**src/rtl/core/crcw_pkg.sv**
```systemverilog
// Shared types, constants and the byte-step function of the CRC-64 word accumulator.
// Has no dependencies; every other file of the block but crcw_queue imports it.
`default_nettype none

package crcw_pkg;

  localparam int unsigned CRC_W       = 64;
  localparam int unsigned BYTE_W      = 8;
  localparam int unsigned COUNT_W     = 4;
  localparam logic [COUNT_W-1:0] MAX_BYTES = 4'd8;
  localparam logic [CRC_W-1:0]   CRC_INIT  = 64'hffff_ffff_ffff_ffff;

  // One input item after the front end has clamped its byte count.
  typedef struct packed {
    logic                 start_req;
    logic [CRC_W-1:0]     data;
    logic [COUNT_W-1:0]   byte_count;
  } crcw_item_t;

  // One reflected CRC byte step. The table entry is formed bit by bit from the
  // polynomial, which is the same as looking it up in the right-shifting table.
  function automatic logic [CRC_W-1:0] crcw_byte_step(
    input logic [CRC_W-1:0]  crc,
    input logic [BYTE_W-1:0] data_byte,
    input logic [CRC_W-1:0]  poly
  );
    logic [CRC_W-1:0] v;
    v = {{(CRC_W-BYTE_W){1'b0}}, crc[BYTE_W-1:0] ^ data_byte};
    for (int k = 0; k < BYTE_W; k++) begin
      if (v[0]) begin
        v = (v >> 1) ^ poly;
      end else begin
        v = v >> 1;
      end
    end
    return (crc >> BYTE_W) ^ v;
  endfunction

endpackage

`default_nettype wire

```
**src/rtl/core/crc64_word_accumulator.sv**
```systemverilog
// Top level of the running reflected CRC-64 accumulator.
// Depends on crcw_pkg, crcw_front, crcw_queue and crcw_back.
//
// Usage:
//   Input channel: the host presents start_req, data and byte_count and raises
//   in_push; a transfer happens at a clock edge where in_push is high and in_full
//   is low. Bytes of data are consumed least significant first; byte_count picks
//   how many (zero processes none, above eight means eight). start_req reloads
//   the CRC register with all ones before the item's bytes.
//   Result channel: while out_empty is low, out_crc_value is the CRC after the
//   oldest unread item; out_pop high at such an edge completes the transfer.
//   Configuration: cfg_reflected_polynomial is written on cfg_valid (cfg_ready is
//   always high). Write it only while no item is in flight.
//   Throughput: the CRC engine does one byte per cycle, except that the last byte
//   step of an item waits while the result queue is full. An input transfer passes
//   the front register, the item queue and the engine in that order; the engine
//   writes the result queue on the item's last step, and out_empty falls once
//   the result queue has registered that write.
//   Reset clears all queues, sets the CRC register to all ones and the polynomial
//   to zero. When the receiver stalls, the result queue fills, then the engine
//   holds its last step, then the item queue and front register fill, and only
//   then in_full rises.
`default_nettype none

module crc64_word_accumulator #(
  parameter int unsigned QUEUE_DEPTH = 2
) (
  input  wire logic                          clk,
  input  wire logic                          rst_n,
  input  wire logic                          in_push,
  output logic                               in_full,
  input  wire logic                          in_start_req,
  input  wire logic [crcw_pkg::CRC_W-1:0]    in_data,
  input  wire logic [crcw_pkg::COUNT_W-1:0]  in_byte_count,
  output logic                               out_empty,
  input  wire logic                          out_pop,
  output logic [crcw_pkg::CRC_W-1:0]         out_crc_value,
  input  wire logic                          cfg_valid,
  output logic                               cfg_ready,
  input  wire logic [crcw_pkg::CRC_W-1:0]    cfg_reflected_polynomial
);

  import crcw_pkg::*;

  logic [CRC_W-1:0] poly_r, poly_nxt;

  logic             fe_valid;
  crcw_item_t       fe_item;
  logic             fe_ready;

  logic             q_valid;
  crcw_item_t       q_item;
  logic             q_pop;

  logic             res_push;
  logic [CRC_W-1:0] res_crc;
  logic             res_ready;
  logic             res_valid;

  // The configuration channel never stalls.
  assign cfg_ready = 1'b1;
  assign poly_nxt  = (cfg_valid && cfg_ready) ? cfg_reflected_polynomial : poly_r;

  always_ff @(posedge clk) begin
    if (!rst_n) begin
      poly_r <= '0;
    end else begin
      poly_r <= poly_nxt;
    end
  end

  crcw_front u_front (
    .clk           (clk),
    .rst_n         (rst_n),
    .in_push       (in_push),
    .in_full       (in_full),
    .in_start_req  (in_start_req),
    .in_data       (in_data),
    .in_byte_count (in_byte_count),
    .item_valid    (fe_valid),
    .item          (fe_item),
    .item_ready    (fe_ready)
  );

  // Items waiting for the engine.
  crcw_queue #(
    .WIDTH ($bits(crcw_item_t)),
    .DEPTH (QUEUE_DEPTH)
  ) u_item_queue (
    .clk        (clk),
    .rst_n      (rst_n),
    .push       (fe_valid),
    .push_data  (fe_item),
    .push_ready (fe_ready),
    .pop        (q_pop),
    .pop_data   (q_item),
    .pop_valid  (q_valid)
  );

  crcw_back u_back (
    .clk        (clk),
    .rst_n      (rst_n),
    .poly       (poly_r),
    .item_valid (q_valid),
    .item       (q_item),
    .item_pop   (q_pop),
    .res_push   (res_push),
    .res_crc    (res_crc),
    .res_ready  (res_ready)
  );

  // Finished results, so the engine keeps going while the receiver stalls.
  crcw_queue #(
    .WIDTH (CRC_W),
    .DEPTH (QUEUE_DEPTH)
  ) u_result_queue (
    .clk        (clk),
    .rst_n      (rst_n),
    .push       (res_push),
    .push_data  (res_crc),
    .push_ready (res_ready),
    .pop        (out_pop),
    .pop_data   (out_crc_value),
    .pop_valid  (res_valid)
  );

  assign out_empty = !res_valid;

endmodule

`default_nettype wire

```
**src/rtl/core/crcw_queue.sv**
```systemverilog
// Small register-based first-in first-out queue with combinational read data.
// Depends on nothing; used between the front and back ends and for results.
`default_nettype none

module crcw_queue #(
  parameter int unsigned WIDTH = 64,
  parameter int unsigned DEPTH = 2
) (
  input  wire logic             clk,
  input  wire logic             rst_n,
  input  wire logic             push,
  input  wire logic [WIDTH-1:0] push_data,
  output logic                  push_ready,
  input  wire logic             pop,
  output logic [WIDTH-1:0]      pop_data,
  output logic                  pop_valid
);

  localparam int unsigned PTR_W = (DEPTH > 1) ? $clog2(DEPTH) : 1;
  localparam int unsigned CNT_W = $clog2(DEPTH + 1);
  localparam logic [PTR_W-1:0] LAST_PTR = PTR_W'(DEPTH - 1);
  localparam logic [CNT_W-1:0] FULL_CNT = CNT_W'(DEPTH);

  logic [WIDTH-1:0] mem_r [DEPTH];
  logic [PTR_W-1:0] wr_ptr_r, wr_ptr_nxt;
  logic [PTR_W-1:0] rd_ptr_r, rd_ptr_nxt;
  logic [CNT_W-1:0] count_r, count_nxt;
  logic             do_push;
  logic             do_pop;

  assign push_ready = (count_r != FULL_CNT);
  assign pop_valid  = (count_r != '0);
  assign pop_data   = mem_r[rd_ptr_r];
  assign do_push    = push && push_ready;
  assign do_pop     = pop && pop_valid;

  always_comb begin
    wr_ptr_nxt = wr_ptr_r;
    rd_ptr_nxt = rd_ptr_r;
    count_nxt  = count_r;
    if (do_push) begin
      wr_ptr_nxt = (wr_ptr_r == LAST_PTR) ? '0 : wr_ptr_r + 1'b1;
    end
    if (do_pop) begin
      rd_ptr_nxt = (rd_ptr_r == LAST_PTR) ? '0 : rd_ptr_r + 1'b1;
    end
    if (do_push && !do_pop) begin
      count_nxt = count_r + 1'b1;
    end else if (do_pop && !do_push) begin
      count_nxt = count_r - 1'b1;
    end
  end

  always_ff @(posedge clk) begin
    if (!rst_n) begin
      wr_ptr_r <= '0;
      rd_ptr_r <= '0;
      count_r  <= '0;
    end else begin
      wr_ptr_r <= wr_ptr_nxt;
      rd_ptr_r <= rd_ptr_nxt;
      count_r  <= count_nxt;
    end
  end

  always_ff @(posedge clk) begin
    if (do_push) begin
      mem_r[wr_ptr_r] <= push_data;
    end
  end

endmodule

`default_nettype wire

```
**src/rtl/core/crcw_front.sv**
```systemverilog
// Front end: takes input transfers into a holding register and clamps the byte count.
// Depends on crcw_pkg; feeds the item queue.
`default_nettype none

module crcw_front (
  input  wire logic                          clk,
  input  wire logic                          rst_n,
  input  wire logic                          in_push,
  output logic                               in_full,
  input  wire logic                          in_start_req,
  input  wire logic [crcw_pkg::CRC_W-1:0]    in_data,
  input  wire logic [crcw_pkg::COUNT_W-1:0]  in_byte_count,
  output logic                               item_valid,
  output crcw_pkg::crcw_item_t               item,
  input  wire logic                          item_ready
);

  import crcw_pkg::*;

  crcw_item_t item_r, item_nxt;
  logic       valid_r, valid_nxt;
  logic       accept;

  assign in_full    = valid_r && !item_ready;
  assign accept     = in_push && !in_full;
  assign item_valid = valid_r;
  assign item       = item_r;

  always_comb begin
    item_nxt            = item_r;
    valid_nxt           = valid_r && !item_ready;
    if (accept) begin
      item_nxt.start_req  = in_start_req;
      item_nxt.data       = in_data;
      // Counts above eight behave as a full word.
      item_nxt.byte_count = (in_byte_count > MAX_BYTES) ? MAX_BYTES : in_byte_count;
      valid_nxt           = 1'b1;
    end
  end

  always_ff @(posedge clk) begin
    if (!rst_n) begin
      valid_r <= 1'b0;
    end else begin
      valid_r <= valid_nxt;
    end
  end

  always_ff @(posedge clk) begin
    item_r <= item_nxt;
  end

endmodule

`default_nettype wire

```
**src/rtl/core/crcw_back.sv**
```systemverilog
// Back end: byte-serial CRC engine that holds the running CRC and emits one result per item.
// Depends on crcw_pkg; reads the item queue and writes the result queue.
`default_nettype none

module crcw_back (
  input  wire logic                        clk,
  input  wire logic                        rst_n,
  input  wire logic [crcw_pkg::CRC_W-1:0]  poly,
  input  wire logic                        item_valid,
  input  wire crcw_pkg::crcw_item_t        item,
  output logic                             item_pop,
  output logic                             res_push,
  output logic [crcw_pkg::CRC_W-1:0]       res_crc,
  input  wire logic                        res_ready
);

  import crcw_pkg::*;

  logic [CRC_W-1:0]   crc_r, crc_nxt;
  logic [CRC_W-1:0]   data_r, data_nxt;
  logic [COUNT_W-1:0] rem_r, rem_nxt;
  logic               busy_r, busy_nxt;
  logic [CRC_W-1:0]   step_crc;
  logic [CRC_W-1:0]   result;
  logic               finishing;
  logic               done;
  logic               take;

  assign step_crc  = crcw_byte_step(crc_r, data_r[BYTE_W-1:0], poly);
  // The last byte step and the result write share a cycle; an item with no
  // bytes reports the register as it stands.
  assign finishing = busy_r && (rem_r <= COUNT_W'(1));
  assign result    = (rem_r == '0) ? crc_r : step_crc;
  assign done      = finishing && res_ready;
  assign take      = item_valid && (!busy_r || done);

  assign res_push  = done;
  assign res_crc   = result;
  assign item_pop  = take;

  always_comb begin
    crc_nxt  = crc_r;
    data_nxt = data_r;
    rem_nxt  = rem_r;
    busy_nxt = busy_r;
    if (take) begin
      if (item.start_req) begin
        crc_nxt = CRC_INIT;
      end else if (done) begin
        crc_nxt = result;
      end
      data_nxt = item.data;
      rem_nxt  = item.byte_count;
      busy_nxt = 1'b1;
    end else if (done) begin
      crc_nxt  = result;
      busy_nxt = 1'b0;
    end else if (busy_r && (rem_r > COUNT_W'(1))) begin
      crc_nxt  = step_crc;
      data_nxt = data_r >> BYTE_W;
      rem_nxt  = rem_r - 1'b1;
    end
  end

  always_ff @(posedge clk) begin
    if (!rst_n) begin
      crc_r  <= CRC_INIT;
      busy_r <= 1'b0;
      rem_r  <= '0;
    end else begin
      crc_r  <= crc_nxt;
      busy_r <= busy_nxt;
      rem_r  <= rem_nxt;
    end
  end

  always_ff @(posedge clk) begin
    data_r <= data_nxt;
  end

endmodule

`default_nettype wire

```
**config.mk**
```make
export PLATFORM = sky130hd
export DESIGN_NAME = crc64_word_accumulator
export DESIGN_NICKNAME = d
export VERILOG_FILES = /design/src/rtl/core/crcw_pkg.sv /design/src/rtl/core/crc64_word_accumulator.sv /design/src/rtl/core/crcw_queue.sv /design/src/rtl/core/crcw_front.sv /design/src/rtl/core/crcw_back.sv
export SDC_FILE = /design/constraint.sdc
export NUM_CORES = 1
export LEC_CHECK = 0
export ABC_AREA = 1
export BUFFER_PORTS_ARGS = -buffer_cell sky130_fd_sc_hd__buf_2
export CORE_UTILIZATION = 50
export DETAILED_ROUTE_END_ITERATION = 10
export PLACE_DENSITY = 0.66
export SYNTH_ARGS = -nofsm -noshare
export SYNTH_HDL_FRONTEND = slang
export SYNTH_SLANG_ARGS = --single-unit
```
**constraint.sdc**
```tcl
create_clock -name clk -period 8.8 [get_ports clk]
set_input_delay 0.88 -clock clk [delete_from_list [all_inputs] [get_ports clk]]
set_output_delay 0.88 -clock clk [all_outputs]
set_load 0.1 [all_outputs]
```
==> summary.md <==
| Metric | Value |
|---|---|
| CP required | 9.18 ns |
| Synth Register Bits | 543 |
| Critical-path maximum fanout | 78 |
| Total grt overflow | 0 |
| CTS tree | done |
| DRC Markers | 0 |
| Max-slew violation count | 0 |
| Post-Route WL | between 90000 and 100000 microns |
| Clk sink count | 543 |
| Slowest-stage cell, CP | buf_4 |
| I/O Pins | 205 |
| Synth area leader | edfxtp_1 |
| Ant diodes | 0 |
| Min-Delay Path Class | in -> reg |
| DR WL/cell | around 17 microns |
| Reg2reg setup slack | ~2.8 ns |
| CP Buf/Inv Count | 6 |
| Rows | 92 |
| DP HPWL | 61190 microns |
| Asr flop ratio synth | 0% |
| Final hold vios | 0 |
| Share of the synthesized area in the top cell type | between 30% and 40% |
| Initial core utilization | between 50% and 60% |
| Fin crit period | 6.034 ns |
| Final net count | 4673 |
| Post-CTS Hold Buffers | 0 |
| Share of layout cells above drive strength 1 | 9.908% |
| Vias per cell | approximately 5.3 |
| Clock skew | between 0.05 and 0.06 ns |
| Skew-Pair Late Insertion Delay | 0.67 ns |
| Die area | 0.06571 sq mm |
| Crit-path max cell delay | 0.79 ns |
| Port bufs | 203 |
| RSZ-0062 raised after global routing | false |
| Max_cap viols | 0 |
| Number of global-route vias before repair | 26700 |
| H-tree depth | 2 |
| 1st-iter DRT viols | ~2300 |
| Synth Net Count | 4639 |
| Main synth FF type | edfxtp_1 |
| CP dominant cell by count | nand2_1 |
| Critical path's top delay family | simple AND/OR/NAND/NOR gates |
| Routability Congestion | 0.9096 |
| Die W | 256.3 microns |
| Antenna violations before repair | 2 |
| First-pass GRT wire length | 145700 microns |
| Sequential-to-total area share from yosys stat | a little under half |
| Largest net degree at the start of global routing | 89 |
| Post-route ant nets | 0 |
| Root Driver | clkbuf_16 |
| Post-CTS resize count | 0 |
| Routed via count | 28610 |
| Number of CTS-inserted buffers | 60 |
| Ys Warns | 0 |
| Ranking of synthesized cells by area | edfxtp_1, nand2_1, nand3_1 |
| Floorplan core area | 0.06354 sq mm |
| Syn Inst Count | ~4500 |
| Arrival @ worst endpoint | 6.42 ns |
| CP Class | reg -> reg |
| Clk pin slew, worst setup/hold paths | 0.06 ns |
| Cell variety after synth | 37 |
| Post-CTS setup buffers | 0 |
| Top-count cell post-synth | nand2_1 |
| Worst setup SP type | register |
| Mean Syn Cell Area | between 7 and 8 sq um |
| Total GRT Usage | 28.24% |
| Setup TNS | 0 ns |
| Rel. slew slack | 28.93% |
| Max Clk Rate | 165.7 MHz |
| Crit share post-route | 68.57% |
| EDFF count, synth | 399 |
| Outcome | finished, final reports clean |
| Post-synth top cells | nand2_1, nand3_1, inv_1, edfxtp_1, nor2_1 |
| CTS max path bufs | 3 |
| Critical path capture point type | register |
| Worst-Margin Slew | 1.066 ns |
| Area delta synth->final | 10.39% |
| Final core occ | 56.19% |
| Height of the die | 256.3 microns |
| Setup violations, final | 0 |
| Synthesized area | roughly 0.032 sq mm |
| First-pass DRT Iterations | 8 |
## stage by stage
step	hold slack [ns]	setup slack, ns	std cells	cell area [sq um]
finish	0.3792	2.766	5428	35700
global route	0.3505	2.336	5428	35700
CTS	0.3601	2.813	5428	35700
detailed placement	0.4302	2.856	5314	33600
global placement	0.4223	3.026	5314	33600
floorplan	0.4215	4.345	4496	32340
## final cells by class
type	count	area (sq um)
clock buffer	75	1598
clock inverter	39	508.0
fill	6043	27840
inverter	556	2093
multi-input combinational	3133	14310
sequential	543	14870
tap	846	1059
timing repair buffer	236	1266
## cells by family (layout without fill, tap and decap cells)
logic type	after synthesis	count (layout)	synth area share (%)
flip-flops	543	543	45.96
multiplexers	64	64	2.228
buffers and inverters	820	906	10.01
AND/OR/NAND/NOR	2600	2600	33.02
XOR/XNOR	99	99	2.681
adder cells (fa/ha/maj)	5	5	0.1934
other	1	1	0.01159
AO/OA/AOI/OAI	364	364	5.896
## layer usage
layer  global-route usage, %  wire [microns]
met1                   31.03           35280
met5                       0              31
met3                   3.193            4668
met4                   20.08            6947
met2                   50.65           46170
## state kept, by name (all words and copies together) (netlist names), named ones only
signal / cells
u_result_queue.wr_ptr_r: 1
u_front.item_valid: 1
u_result_queue.mem_r: 128
u_result_queue.count_r: 2
u_back.data_r: 64
u_back.crc_r: 64
u_item_queue.rd_ptr_r: 1
u_back.busy_r: 1
u_back.rem_r: 4
u_item_queue.wr_ptr_r: 1
u_result_queue.rd_ptr_r: 1
u_front.item: 69
u_item_queue.mem_r: 138
poly_r: 64
u_item_queue.count_r: 2
## final timing paths
kind                            cells past startpoint                                     to                  startpoint
worst min register to register                      0    u_item_queue.mem_r[1][20]$_DFFE_PP_  u_front.item[20]$_DFFE_PP_
worst max register to register                     27  u_result_queue.mem_r[0][42]$_DFFE_PP_  u_back.data_r[0]$_DFFE_PP_
worst max-delay path                               27  u_result_queue.mem_r[0][42]$_DFFE_PP_  u_back.data_r[0]$_DFFE_PP_
worst min-delay path                                1             u_front.item[65]$_DFFE_PP_                 in_data[61]
## placed cells by master (no fill, tap or decap), drive strengths merged
master | synthesis | layout
nand2 | 1726 | 1726
nand3 | 649 | 649
inv | 551 | 552
edfxtp | 399 | 399
buf | 86 | 236
nor2 | 213 | 213
o21ai | 189 | 189
dfxtp | 144 | 144
a21oi | 113 | 113
clkbuf | 178 | 75
mux2 | 64 | 64
xor2 | 58 | 58
a31oi | 57 | 57
xnor2 | 41 | 41
clkinv | 5 | 27
bufinv | 0 | 9
nand4 | 7 | 7
clkinvlp | 0 | 7
ha | 5 | 5
nor3 | 4 | 4
nand3b | 1 | 1
a21boi | 1 | 1
a211oi | 1 | 1
a311oi | 1 | 1
o21bai | 1 | 1
o21a | 1 | 1
conb | 1 | 1
Power is not shown: default switching activity piles up to over one toggle a cycle in this logic, so the estimate is an artifact.
